===== src/rtl/rpm_pkg.sv =====
`timescale 1ns / 1ps

package rpm_pkg;

    // operation codes; codes 6 and 7 pass the pixel through
    typedef enum logic [2:0] {
        MODE_BRIGHTEN = 3'd0,
        MODE_OPAQUE   = 3'd1,
        MODE_KEY      = 3'd2,
        MODE_OPACITY  = 3'd3,
        MODE_INVERT   = 3'd4,
        MODE_MASK     = 3'd5
    } mode_t;

    // configuration register indexes
    typedef enum logic [2:0] {
        REG_MODE    = 3'd0,
        REG_KEY_RED = 3'd1,
        REG_KEY_GRN = 3'd2,
        REG_KEY_BLU = 3'd3,
        REG_OPACITY = 3'd4,
        REG_INVERT  = 3'd5
    } cfg_idx_t;

    localparam int CHAN_W = 8;
    localparam int MODE_W = 3;
    localparam int INV_W  = 4;
    localparam int IDX_W  = 3;

    localparam logic [CHAN_W-1:0] CHAN_MAX      = 8'hff;
    localparam logic [CHAN_W-1:0] OPACITY_RESET = 8'hff;

    // invert_select bit positions
    localparam int INV_ALPHA = 3;
    localparam int INV_RED   = 2;
    localparam int INV_GREEN = 1;
    localparam int INV_BLUE  = 0;

    typedef struct packed {
        logic [CHAN_W-1:0] red;
        logic [CHAN_W-1:0] green;
        logic [CHAN_W-1:0] blue;
        logic [CHAN_W-1:0] alpha;
    } pixel_t;

    typedef struct packed {
        logic [MODE_W-1:0] mode;
        logic [CHAN_W-1:0] key_red;
        logic [CHAN_W-1:0] key_green;
        logic [CHAN_W-1:0] key_blue;
        logic [CHAN_W-1:0] opacity_ratio;
        logic [INV_W-1:0]  invert_select;
    } cfg_t;

endpackage


===== src/rtl/rgba_pixel_modifier.sv =====
`timescale 1ns / 1ps

// RGBA pixel modifier: one 8-bit RGBA pixel (plus a mask pixel) per request.
// Requests: a pixel is taken at a rising edge with start high and busy low.
//   busy is always low, so a new pixel may be given in every cycle.
// Results: out_red/green/blue/alpha are shown for exactly one cycle with done
//   high; each request passes the input register, then the result register
//   around one pass of combinational logic. Throughput is one pixel per
//   clock; the longest path is the 8x8 alpha multiply with its /255 fixup.
// Configuration: a separate cfg_valid/cfg_ready write channel, cfg_index
//   selects the register (0 mode, 1-3 key color, 4 opacity ratio, 5 invert
//   select), cfg_data carries the value. cfg_ready is always high. The user
//   must make writes only while no pixel is in flight; the block itself does
//   not enforce this. Unknown indexes are dropped.
// Reset: rst_n clears all in-flight requests and sets the registers to
//   brighten mode, key color black, opacity ratio 255, no inversion.
// The receiver cannot stall: every result must be taken when done is high.
module rgba_pixel_modifier (
    input  logic                       clk,
    input  logic                       rst_n,
    input  logic                       start,
    output logic                       busy,
    input  logic [rpm_pkg::CHAN_W-1:0] pix_red,
    input  logic [rpm_pkg::CHAN_W-1:0] pix_green,
    input  logic [rpm_pkg::CHAN_W-1:0] pix_blue,
    input  logic [rpm_pkg::CHAN_W-1:0] pix_alpha,
    input  logic [rpm_pkg::CHAN_W-1:0] mask_red,
    input  logic [rpm_pkg::CHAN_W-1:0] mask_green,
    input  logic [rpm_pkg::CHAN_W-1:0] mask_blue,
    input  logic [rpm_pkg::CHAN_W-1:0] mask_alpha,
    input  logic                       cfg_valid,
    output logic                       cfg_ready,
    input  logic [rpm_pkg::IDX_W-1:0]  cfg_index,
    input  logic [rpm_pkg::CHAN_W-1:0] cfg_data,
    output logic                       done,
    output logic [rpm_pkg::CHAN_W-1:0] out_red,
    output logic [rpm_pkg::CHAN_W-1:0] out_green,
    output logic [rpm_pkg::CHAN_W-1:0] out_blue,
    output logic [rpm_pkg::CHAN_W-1:0] out_alpha
);
    import rpm_pkg::*;

    cfg_t   cfg;
    logic   in_valid_reg;
    pixel_t pix_reg;
    pixel_t mask_reg;
    pixel_t res_next;
    logic   out_valid_reg;
    pixel_t out_pix_reg;

    assign busy = 1'b0;

    rpm_cfg_regs u_cfg (
        .clk       (clk),
        .rst_n     (rst_n),
        .cfg_valid (cfg_valid),
        .cfg_ready (cfg_ready),
        .cfg_index (cfg_index),
        .cfg_data  (cfg_data),
        .cfg       (cfg)
    );

    // input and result valid register control
    always_ff @(posedge clk or negedge rst_n)
    begin
        if (!rst_n)
        begin
            in_valid_reg  <= 1'b0;
            out_valid_reg <= 1'b0;
        end
        else
        begin
            in_valid_reg  <= start && !busy;
            out_valid_reg <= in_valid_reg;
        end
    end

    // input payload
    always_ff @(posedge clk)
    begin
        if (start && !busy)
        begin
            pix_reg  <= '{red: pix_red, green: pix_green, blue: pix_blue, alpha: pix_alpha};
            mask_reg <= '{red: mask_red, green: mask_green, blue: mask_blue,
                          alpha: mask_alpha};
        end
    end

    rpm_pixel_op u_op (
        .cfg  (cfg),
        .pix  (pix_reg),
        .mask (mask_reg),
        .res  (res_next)
    );

    // result payload
    always_ff @(posedge clk)
    begin
        if (in_valid_reg)
        begin
            out_pix_reg <= res_next;
        end
    end

    assign done      = out_valid_reg;
    assign out_red   = out_pix_reg.red;
    assign out_green = out_pix_reg.green;
    assign out_blue  = out_pix_reg.blue;
    assign out_alpha = out_pix_reg.alpha;

endmodule


===== src/rtl/rpm_cfg_regs.sv =====
`timescale 1ns / 1ps

module rpm_cfg_regs (
    input  logic                      clk,
    input  logic                      rst_n,
    input  logic                      cfg_valid,
    output logic                      cfg_ready,
    input  logic [rpm_pkg::IDX_W-1:0] cfg_index,
    input  logic [rpm_pkg::CHAN_W-1:0] cfg_data,
    output rpm_pkg::cfg_t             cfg
);
    import rpm_pkg::*;

    cfg_t cfg_reg;
    cfg_t cfg_next;

    // registers take a write in any cycle
    assign cfg_ready = 1'b1;

    // decode the register index; unknown indexes are ignored
    always_comb
    begin
        cfg_next = cfg_reg;
        if (cfg_valid && cfg_ready)
        begin
            case (cfg_idx_t'(cfg_index))
                REG_MODE:    cfg_next.mode          = cfg_data[MODE_W-1:0];
                REG_KEY_RED: cfg_next.key_red       = cfg_data;
                REG_KEY_GRN: cfg_next.key_green     = cfg_data;
                REG_KEY_BLU: cfg_next.key_blue      = cfg_data;
                REG_OPACITY: cfg_next.opacity_ratio = cfg_data;
                REG_INVERT:  cfg_next.invert_select = cfg_data[INV_W-1:0];
                default:     cfg_next = cfg_reg;
            endcase
        end
    end

    always_ff @(posedge clk or negedge rst_n)
    begin
        if (!rst_n)
        begin
            cfg_reg.mode          <= MODE_BRIGHTEN;
            cfg_reg.key_red       <= '0;
            cfg_reg.key_green     <= '0;
            cfg_reg.key_blue      <= '0;
            cfg_reg.opacity_ratio <= OPACITY_RESET;
            cfg_reg.invert_select <= '0;
        end
        else
        begin
            cfg_reg <= cfg_next;
        end
    end

    assign cfg = cfg_reg;

endmodule


===== src/rtl/rpm_pixel_op.sv =====
`timescale 1ns / 1ps

module rpm_pixel_op (
    input  rpm_pkg::cfg_t   cfg,
    input  rpm_pkg::pixel_t pix,
    input  rpm_pkg::pixel_t mask,
    output rpm_pkg::pixel_t res
);
    import rpm_pkg::*;

    logic [CHAN_W:0]     bright_r;
    logic [CHAN_W:0]     bright_g;
    logic [CHAN_W:0]     bright_b;
    logic [2*CHAN_W-1:0] prod;
    logic [CHAN_W-1:0]   quot_est;
    logic [CHAN_W:0]     rem;
    logic [CHAN_W-1:0]   opacity_alpha;
    logic                key_hit;

    // brighten: (255 + c) >> 1
    assign bright_r = {1'b0, pix.red}   + {1'b0, CHAN_MAX};
    assign bright_g = {1'b0, pix.green} + {1'b0, CHAN_MAX};
    assign bright_b = {1'b0, pix.blue}  + {1'b0, CHAN_MAX};

    // alpha * ratio / 255: p >> 8 is low by at most one,
    // remainder against 255 is (p & 0xff) + p >> 8
    assign prod          = pix.alpha * cfg.opacity_ratio;
    assign quot_est      = prod[2*CHAN_W-1:CHAN_W];
    assign rem           = {1'b0, prod[CHAN_W-1:0]} + {1'b0, quot_est};
    assign opacity_alpha = quot_est + {{(CHAN_W-1){1'b0}}, (rem >= {1'b0, CHAN_MAX})};

    assign key_hit = (pix.red == cfg.key_red) && (pix.green == cfg.key_green)
                     && (pix.blue == cfg.key_blue);

    // operation select
    always_comb
    begin
        res = pix;
        case (mode_t'(cfg.mode))
            MODE_BRIGHTEN:
            begin
                res.red   = bright_r[CHAN_W:1];
                res.green = bright_g[CHAN_W:1];
                res.blue  = bright_b[CHAN_W:1];
            end
            MODE_OPAQUE:
            begin
                res.alpha = CHAN_MAX;
            end
            MODE_KEY:
            begin
                if (key_hit)
                begin
                    res.alpha = '0;
                end
            end
            MODE_OPACITY:
            begin
                res.alpha = opacity_alpha;
            end
            MODE_INVERT:
            begin
                res.alpha = pix.alpha ^ {CHAN_W{cfg.invert_select[INV_ALPHA]}};
                res.red   = pix.red   ^ {CHAN_W{cfg.invert_select[INV_RED]}};
                res.green = pix.green ^ {CHAN_W{cfg.invert_select[INV_GREEN]}};
                res.blue  = pix.blue  ^ {CHAN_W{cfg.invert_select[INV_BLUE]}};
            end
            MODE_MASK:
            begin
                res = pix & mask;
            end
            default:
            begin
                res = pix;
            end
        endcase
    end

endmodule


===== config.mk =====
export PLATFORM = sky130hd
export DESIGN_NAME = rgba_pixel_modifier
export DESIGN_NICKNAME = d
export VERILOG_FILES = /design/src/rtl/rpm_pkg.sv /design/src/rtl/rgba_pixel_modifier.sv /design/src/rtl/rpm_cfg_regs.sv /design/src/rtl/rpm_pixel_op.sv
export SDC_FILE = /design/constraint.sdc
export NUM_CORES = 1
export LEC_CHECK = 0
export ABC_AREA = 1
export BUFFER_PORTS_ARGS = -buffer_cell sky130_fd_sc_hd__buf_2
export CAP_MARGIN = 20
export CORE_MARGIN = 5
export CORE_UTILIZATION = 64
export DETAILED_ROUTE_END_ITERATION = 10
export PLACE_DENSITY = 0.87
export SYNTH_ARGS = -nofsm -noshare
export SYNTH_HDL_FRONTEND = slang
export SYNTH_HIERARCHICAL = 1
export SYNTH_SLANG_ARGS = --single-unit

===== constraint.sdc =====
create_clock -name clk -period 13.5 [get_ports clk]
set_clock_uncertainty 0.2 [all_clocks]
set_input_delay 1.35 -clock clk [delete_from_list [all_inputs] [get_ports clk]]
set_output_delay 1.35 -clock clk [all_outputs]
set_load 0.02 [all_outputs]

Yosys cells after proc, flatten, opt, wreduce, memory -nomap -nowiden
Index checks and enable logic that the tools add are counted.
Word-level totals
  input port bits: 79
  flip-flop bits (word level): 137
Cells by class
  muxes and demuxes: 3
  bitwise operators: 5
  add/sub/neg operators: 5
  reductions and logical operators: 10
  equal/unequal tests: 13
  multipliers: 1
  $lt $le $gt $ge: 1
Operator list (number)
  case mux 24 bit (3 select lines): 1
  case mux 8 bit (5 select lines): 1
  bitwise AND 32 bit: 1
  XOR 8 bit: 4
  adder 8 x 8 -> 9 bit, second input constant: 3
  == test 8 bit: 3
  multiplier 8 x 8 -> 16 bit: 1
  == test 3 x 2 -> 1 bit, second input constant: 4
  == test 3 bit, second input constant: 4
  AND reduction 2 bit: 6
  adder 8 x 8 -> 9 bit: 1
  greater-or-equal comparator 9 x 8 -> 1 bit, second input constant: 1
  adder 8 x 1 -> 8 bit: 1
  two-way mux 8 bit: 1
  == test 3 x 1 -> 1 bit, second input constant: 2
  logical NOT 3 bit: 2
  logical AND 1 bit: 2

Depth between registers and ports, before layout
Gate-level depths: netlist (run 1).
  word-level depth: 5
  depth in mapped cells: 39

Hierarchy
The synthesis (run 1) kept the hierarchy.
By module, submodules not included
  rpm_pixel_op: instances 1, cells an instance 781, area each 4649.5 sq um, sequential area each 0.0 sq um
  rgba_pixel_modifier: instances 1, cells an instance 100, area each 2944.1 sq um, sequential area each 2932.8 sq um
  rpm_cfg_regs: instances 1, cells an instance 183, area each 1626.6 sq um, sequential area each 985.9 sq um

Worst setup path before layout (run 1)
Ideal clock, no wire load.
  path type: reg2reg
  start: register u_cfg.cfg_reg (netlist bit u_cfg/cfg[11])
  end: register out_pix_reg (netlist bit out_alpha[6]) (data pin)
  buffers on the path: 1
  stages on the path, launching flop included: 36
  arrival: 5861 ps
  required time: 13038 ps
  setup time: 262 ps
  path slack: 7176 ps
  path through: dfstp_2 -> clkbuf_1 -> nand2_1 -> fa_1 -> fa_1 -> inv_1 -> fa_1 -> inv_1 -> fa_1 -> inv_1 -> ha_1 -> nand2_2 -> inv_1 -> a21oi_1 -> xnor2_1 -> ha_1 -> inv_1 -> fa_1 -> inv_1 -> nand3_1 -> nand2_1 -> nand3_1 -> nand3_1 -> nand2_1 -> nand3_1 -> o21ai_0 -> nand3_1 -> nand2_1 -> ha_1 -> ha_1 -> nand3_2 -> nor2_2 -> nand2_1 -> nand2_1 -> nand3_1 -> nand3_1
RTL lines
  start, declared: line rpm_cfg_regs.sv:14  | cfg_t cfg_reg;
  start signal, assigned: line rpm_cfg_regs.sv:51  | cfg_reg <= cfg_next;
  end signal, assigned: line rgba_pixel_modifier.sv:101  | out_pix_reg <= res_next;
  end, declared: line rgba_pixel_modifier.sv:49  | pixel_t out_pix_reg;

==> results of run 1 <==
[through the flow]
step / hold WS, ns / util
floorplan: 0.243 / -
global placement: 0.275 / 0.706
detailed placement: 0.283 / 0.706
CTS: 0.298 / 0.747
global route: 0.317 / 0.747
finish: 0.296 / 0.747
[cell usage in the layout, fill, tap and decap left out, types with 9 or more instances in the layout]
cell,instances
nand2_1,289
inv_1,193
buf_2,111
edfxtp_1,96
nand3_1,69
ha_1,49
nor2_1,46
fa_1,37
a21oi_1,35
dfrtp_1,33
xnor2_1,28
o21ai_0,23
clkbuf_16,17
inv_2,14
o211ai_1,12
nand4_1,12
nand2_2,10
o22ai_1,9
[worst paths after layout]
check                                          startpoint                   endpoint  depth (start not counted)
max in group asynchronous                           rst_n  u_cfg/cfg[17]$_DFFE_PN0P_                          1
worst min-delay path            u_cfg/cfg[25]$_DFFE_PN0P_  u_cfg/cfg[25]$_DFFE_PN0P_                          2
min in group asynchronous                           rst_n  u_cfg/cfg[21]$_DFFE_PN0P_                          1
worst max register to register  u_cfg/cfg[11]$_DFFE_PN1P_     out_alpha[6]$_DFFE_PP_                         30
worst max-delay path            u_cfg/cfg[11]$_DFFE_PN1P_     out_alpha[6]$_DFFE_PP_                         30
worst min register to register  u_cfg/cfg[25]$_DFFE_PN0P_  u_cfg/cfg[25]$_DFFE_PN0P_                          2
[where the power goes]
part	internal, mW	leakage, nW	switching [mW]
clock network	0.260	0.273	0.194
registers	0.524	1.44	0.0535
logic	0.376	3.68	0.677
total	1.16	5.40	0.925
[worst reg2reg max path, delay by kind of cell, from the launching register on]
kind                     cells  cell delay (ns)
adder cells (fa/ha/maj)      9             3.53
AND/OR/NAND/NOR             10             0.96
flip-flops                   1             0.62
AO/OA/AOI/OAI                4             0.61
buffers and inverters        6             0.38
XOR/XNOR                     1             0.18
[routing by layer]
layer,up-vias,routed length [um],GRT usage
met4,0,578,0.0929
li1,3608,-,-
met2,427,10200,0.435
met5,-,0,0
met1,3505,8800,0.364
met3,63,2220,0.0528
[cells by family after synthesis]
family | count (synthesis) | synth area share
flops | 137 | 0.425
simple gates | 465 | 0.225
compound gates | 101 | 0.0665
xor+xnor | 36 | 0.0342
fa+ha+maj | 86 | 0.147
other cells | 2 | 0.000815
buf+inv | 237 | 0.102
[layout make-up]
type / instances / area, um^2 / share of cell area
multi-input cells: 690 / 4360 / 0.418
flip-flops and latches: 137 / 3920 / 0.375
inverters: 208 / 783 / 0.0750
repair buffers: 114 / 578 / 0.0553
clock buffers: 17 / 425 / 0.0407
well taps: 180 / 225 / 0.0216
clock inverters: 15 / 155 / 0.0148
==> reports/qor.yml, run 1 <==
clock_network:
  cts_max_level: 4
  hold_buffers: 0
  clock_path_buffers: 2
  cts_sinks: 137
  cts_tree: "yes"
  cts_buffers: 17
  ctsRootBufferMaster: "clkbuf_16"
  ctsResizeCount: 0
  post_cts_buffers: 0
  clk_latency_ns: 0.42
  clkTransAtPathRegs_ns: 0.07
layout:
  n_antenna_cell: 0
  area_growth_pct: 13.3
  fillers: 967
  layout-drive-gt1-share: 0.176
  largest_reg_flops: 39
  final_area_um2: 10500
  nNetsFinal: 1333
  fin_cells: 1361
logic_synthesis:
  synth_commonest_cells: "nand2_1, inv_1, edfxtp_1"
  synth_edf_count: 96
  synth_area_per_cell_um2: 8.67
  netlist_area_um2: 9220
  synth_fp_nets: 1229
  yosysWarnings: 6
  synth_cell_type_count: 49
  synth_cells: 1064
  yosys-top-cells-area: "edfxtp_1, nand2_1, dfrtp_1, fa_1, inv_1"
  yosys.area.top_type: "edfxtp_1"
  ys_ff_latch: 137
  yosys.area.top_type_share: 0.313
  synth-main-ff-cell: "edfxtp_1"
  synth_most_common_cell: "nand2_1"
  async_flop_share: 0.299
  ys_seq_area_frac: 0.425
die:
  initial_core_util: 0.659
  die_w_um: 130
  dieArea_um2: 16900
  rows: 43
  ios: 114
  die_height_um: 130
  core_um2: 14000
global_route:
  antenna_found_initial: 0
  grt_pass1_vias: 7441
  grt_max_degree: 66
  grt_pass1_wl_um: 35400
  overflow: 0
  grt_use_total: 0.268
status:
  violations: "design-rule violations"
  status: "complete, but fails checks"
place:
  numPortBuffers: 111
  gp_congestion: 0.934
  place_ws_ns: 6.83
  dpl.hpwl_um: 15700
  place_area_um2: 9870
  place_inst: 1329
route:
  drt_pass1_iterations: 9
  routedWlPerCell_um: 16.0
  vias_per_cell: 5.59
  drt-total-wl_um: 21800
  num_vias: 7603
  drtAntennaViolNets: 0
  drt_iter0_drc: 986
  drc: 1
pwr:
  leakage_nw: 5.40
  power_density_nw_per_um2: 200
  vdd_drop_max_v: 0.000121
  finalPower_mw: 2.09
worst_setup_path:
  end_kind: "register"
  cpPeakStageDelay_ns: 0.62
  worst_ep_arrival_time_ns: 6.70
  cp_slowest_cell: "dfstp_2"
  crit_type: "reg -> reg"
  cp_common_cell: "inv_1"
  crit_required_ns: 13.46
  critical_path.top_delay_family: "adder cells"
  r2r_setup_slack_ns: 6.76
  crit_path_start_kind: "register"
  crit_fanout: 9
  crit_buf_inv: 6
timing:
  min_period_ns: 6.74
  hold_violations: 0
  maxSlewHeadroom: 0.402
  setup_ws_ns: 6.76
  setup_tns_ns: 0
  drv_slew: 0
  setup_violations: 0
  fin_crit_sh: 0.499
  rsz0062_at_grt: "false"
  worst_pin_slew_ns: 0.897
  max_freq_ghz: 0.148
job:
  maxCapViolations: 0
worst_hold_path:
  hold_path.class: "reg -> reg"
(Power assumes the default switching activity.)
==> run 2, diff against run 1 <==
ABC_AREA = 0   (was 1)
CORE_UTILIZATION = 59   (was 64)
PLACE_DENSITY = 0.81   (was 0.87)
clock period = 6.3 ns   (was 13.5 ns; I/O delays follow)
==> reports/qor.yml, run 2 <==
logic_synthesis:
  synth_commonest_cells: "edfxtp_1, inv_1, and2_1"
  synth_most_common_cell: "edfxtp_1"
  synth_fp_nets: 999
  synth_cells: 834
  synthAdderAreaFrac: 0.149
  ys_ff_latch: 137
  ys_seq_area_frac: 0.431
  synthSimpleGateAreaFrac: 0.132
  netlist_area_um2: 9100
  synth_cell_type_count: 76
  synth_xor_xnor_area_share: 0.0609
  synth_area_per_cell_um2: 10.9
  synthMuxAreaShare: 0.0517
  synth-compound-area-share: 0.119
  yosys-top-cells-area: "edfxtp_1, dfrtp_1, fa_1, ha_1, and2_1"
  synth_top_family_by_area: "adder cells"
  yosys.area.top_type: "edfxtp_1"
  synth-main-ff-cell: "edfxtp_1"
  yosysWarnings: 6
  synth_edf_count: 96
  async_flop_share: 0.299
  yosys.area.top_type_share: 0.317
global_route:
  grt_pass1_vias: 7031
  grt_pass1_wl_um: 36300
  grt_max_degree: 66
  grt_use_total: 0.260
  overflow: 0
  antenna_found_initial: 1
clock_network:
  ctsRootBufferMaster: "clkbuf_16"
  cts_tree: "yes"
  cts_max_level: 4
  clk_latency_ns: 0.43
  cts_buffers: 17
  clkTransAtPathRegs_ns: 0.07
  hold_buffers: 0
  cts_sinks: 137
  clock_path_buffers: 2
job:
  maxCapViolations: 0
worst_setup_path:
  crit_fanout: 6
  crit_required_ns: 6.25
  crit_type: "reg -> reg"
  critical_path.top_delay_family: "adder cells"
  r2r-start: "u_cfg/cfg[7]$_DFFE_PN1P_"
  cp_common_cell: "fa_1"
  crit_buf_inv: 4
  crit_path_start_kind: "register"
  worst_ep_arrival_time_ns: 6.58
  reg2reg_to: "out_alpha[5]$_DFFE_PP_"
  cp_slowest_cell: "dfstp_2"
  r2r_cells: 28
  end_kind: "register"
  crit_start: "u_cfg/cfg[7]$_DFFE_PN1P_"
  r2r_setup_slack_ns: -0.33
  cpPeakStageDelay_ns: 0.59
route:
  drt_pass1_iterations: 6
  drt_iter0_drc: 751
  drtAntennaViolNets: 0
  routedWlPerCell_um: 19.3
  num_vias: 7062
  vias_per_cell: 5.88
  drc: 0
  drt-total-wl_um: 23200
layout:
  multi_input_area_um2: 4900
  area_growth_pct: 22.4
  fillers: 1027
  final_util: 0.735
  nNetsFinal: 1165
  largest_reg_flops: 39
  final_cell_mix: "buf_2, edfxtp_1, inv_1, buf_4, and2_1"
  layout_commonest_cell: "buf_2"
  regArea_um2: 3920
  layout-drive-gt1-share: 0.309
timing:
  hold_violations: 0
  min_period_ns: 6.63
  max_freq_ghz: 0.151
  worst_pin_slew_ns: 0.952
  fin_crit_sh: 1.05
  hold_slack_ns: 0.154
  drv_slew: 0
  setup_violations: 8
  maxSlewHeadroom: 0.365
  setup_ws_ns: -0.332
  rsz0062_at_grt: "true"
pwr:
  vdd_drop_max_v: 0.000626
  p_int_mw: 4.47
  leakage_nw: 4.82
  power_density_nw_per_um2: 687
  p_switching_mw: 3.19
  p_seq_frac: 0.165
  netSwitchingFraction: 0.417
  clkPwrFrac: 0.129
  p_comb_frac: 0.706
die:
  core_um2: 15100
  dieArea_um2: 18000
  rows: 45
  ios: 114
  initial_core_util: 0.601
  die_w_um: 134
  die_height_um: 134
place:
  place_ws_ns: -0.293
  dpl.hpwl_um: 16100
  gp_congestion: 0.899
  numPortBuffers: 111
status:
  violations: "negative setup slack"
  status: "complete, but fails checks"
worst_hold_path:
  hold_path.class: "in -> async"
==> run 2: cell types whose count changed after synthesis, sizes merged, moves of 29 or more <==
cell,delta
and2,+57
inv,-122
mux2,+40
nand2,-267
nand3,-58
nor2,-29
==> run 2: cell families (layout without fill, tap and decap cells) <==
group           after synthesis  in the layout
mux                          42             42
other cells                   2              3
xor+xnor                     59             59
fa+ha+maj                    86             86
compound gates              164            164
buf+inv                     128            307
flops                       137            137
simple gates                216            216
==> run 2: routing by layer <==
| metal | track usage | part of all wire | vias to the layer above |
|---|---|---|---|
| met5 | 0 | 0 | - |
| met4 | 0.0826 | 0.018 | 0 |
| met3 | 0.0634 | 0.078 | 28 |
| met2 | 0.409 | 0.48 | 312 |
| met1 | 0.358 | 0.43 | 3445 |
| li1 | - | - | 3277 |
==> run 2: how the worst max path moves through the flow <==
stage	to	slack, ns	cells past startpoint
after floorplan	out_alpha[5]$_DFFE_PP_	-0.07	28
after global placement	out_alpha[4]$_DFFE_PP_	-0.14	28
after detailed placement	out_alpha[5]$_DFFE_PP_	-0.29	28
after CTS	out_alpha[5]$_DFFE_PP_	-0.28	26
after global routing	out_alpha[4]$_DFFE_PP_	-0.58	29
final	out_alpha[5]$_DFFE_PP_	-0.33	28
==> run 2: cell type report <==
class	instances	area share
tap	188	0.0211
inverter	87	0.0293
clock inverter	14	0.0140
timing repair buffer	188	0.105
multi-input combinational	569	0.440
sequential	137	0.352
clock buffer	18	0.0385
antenna	1	0.000225
==> run 2: power groups by stage <==
stage	sequential, mW	clock [mW]	combinational [mW]
2_1_floorplan	1.30	0	2.80
3_3_place_gp	1.27	0	4.17
3_5_place_dp	1.28	0	4.27
4_1_cts	1.26	1.00	4.73
5_1_grt	1.28	1.05	5.83
6_report	1.27	0.988	5.40
==> run 2: through the flow <==
step           total power, mW  cells  TNS, ns  instance area, um^2
2_1_floorplan             4.10    834   -0.179                 9200
5_1_grt                   8.16   1202    -3.72                11100
6_report                  7.66   1202    -1.76                11100
4_1_cts                   6.99   1192    -1.38                11000
3_3_place_gp              5.44   1142   -0.678                10200
3_5_place_dp              5.55   1142    -1.78                10200
==> run 2: timing repair <==
item                                    4_1_cts  5_1_grt
gates resized for setup                      13       23
endpoints found under the hold margin         0        0
pin swaps                                    28       26
endpoints found under the setup margin        8        8
buffers inserted                             18       10
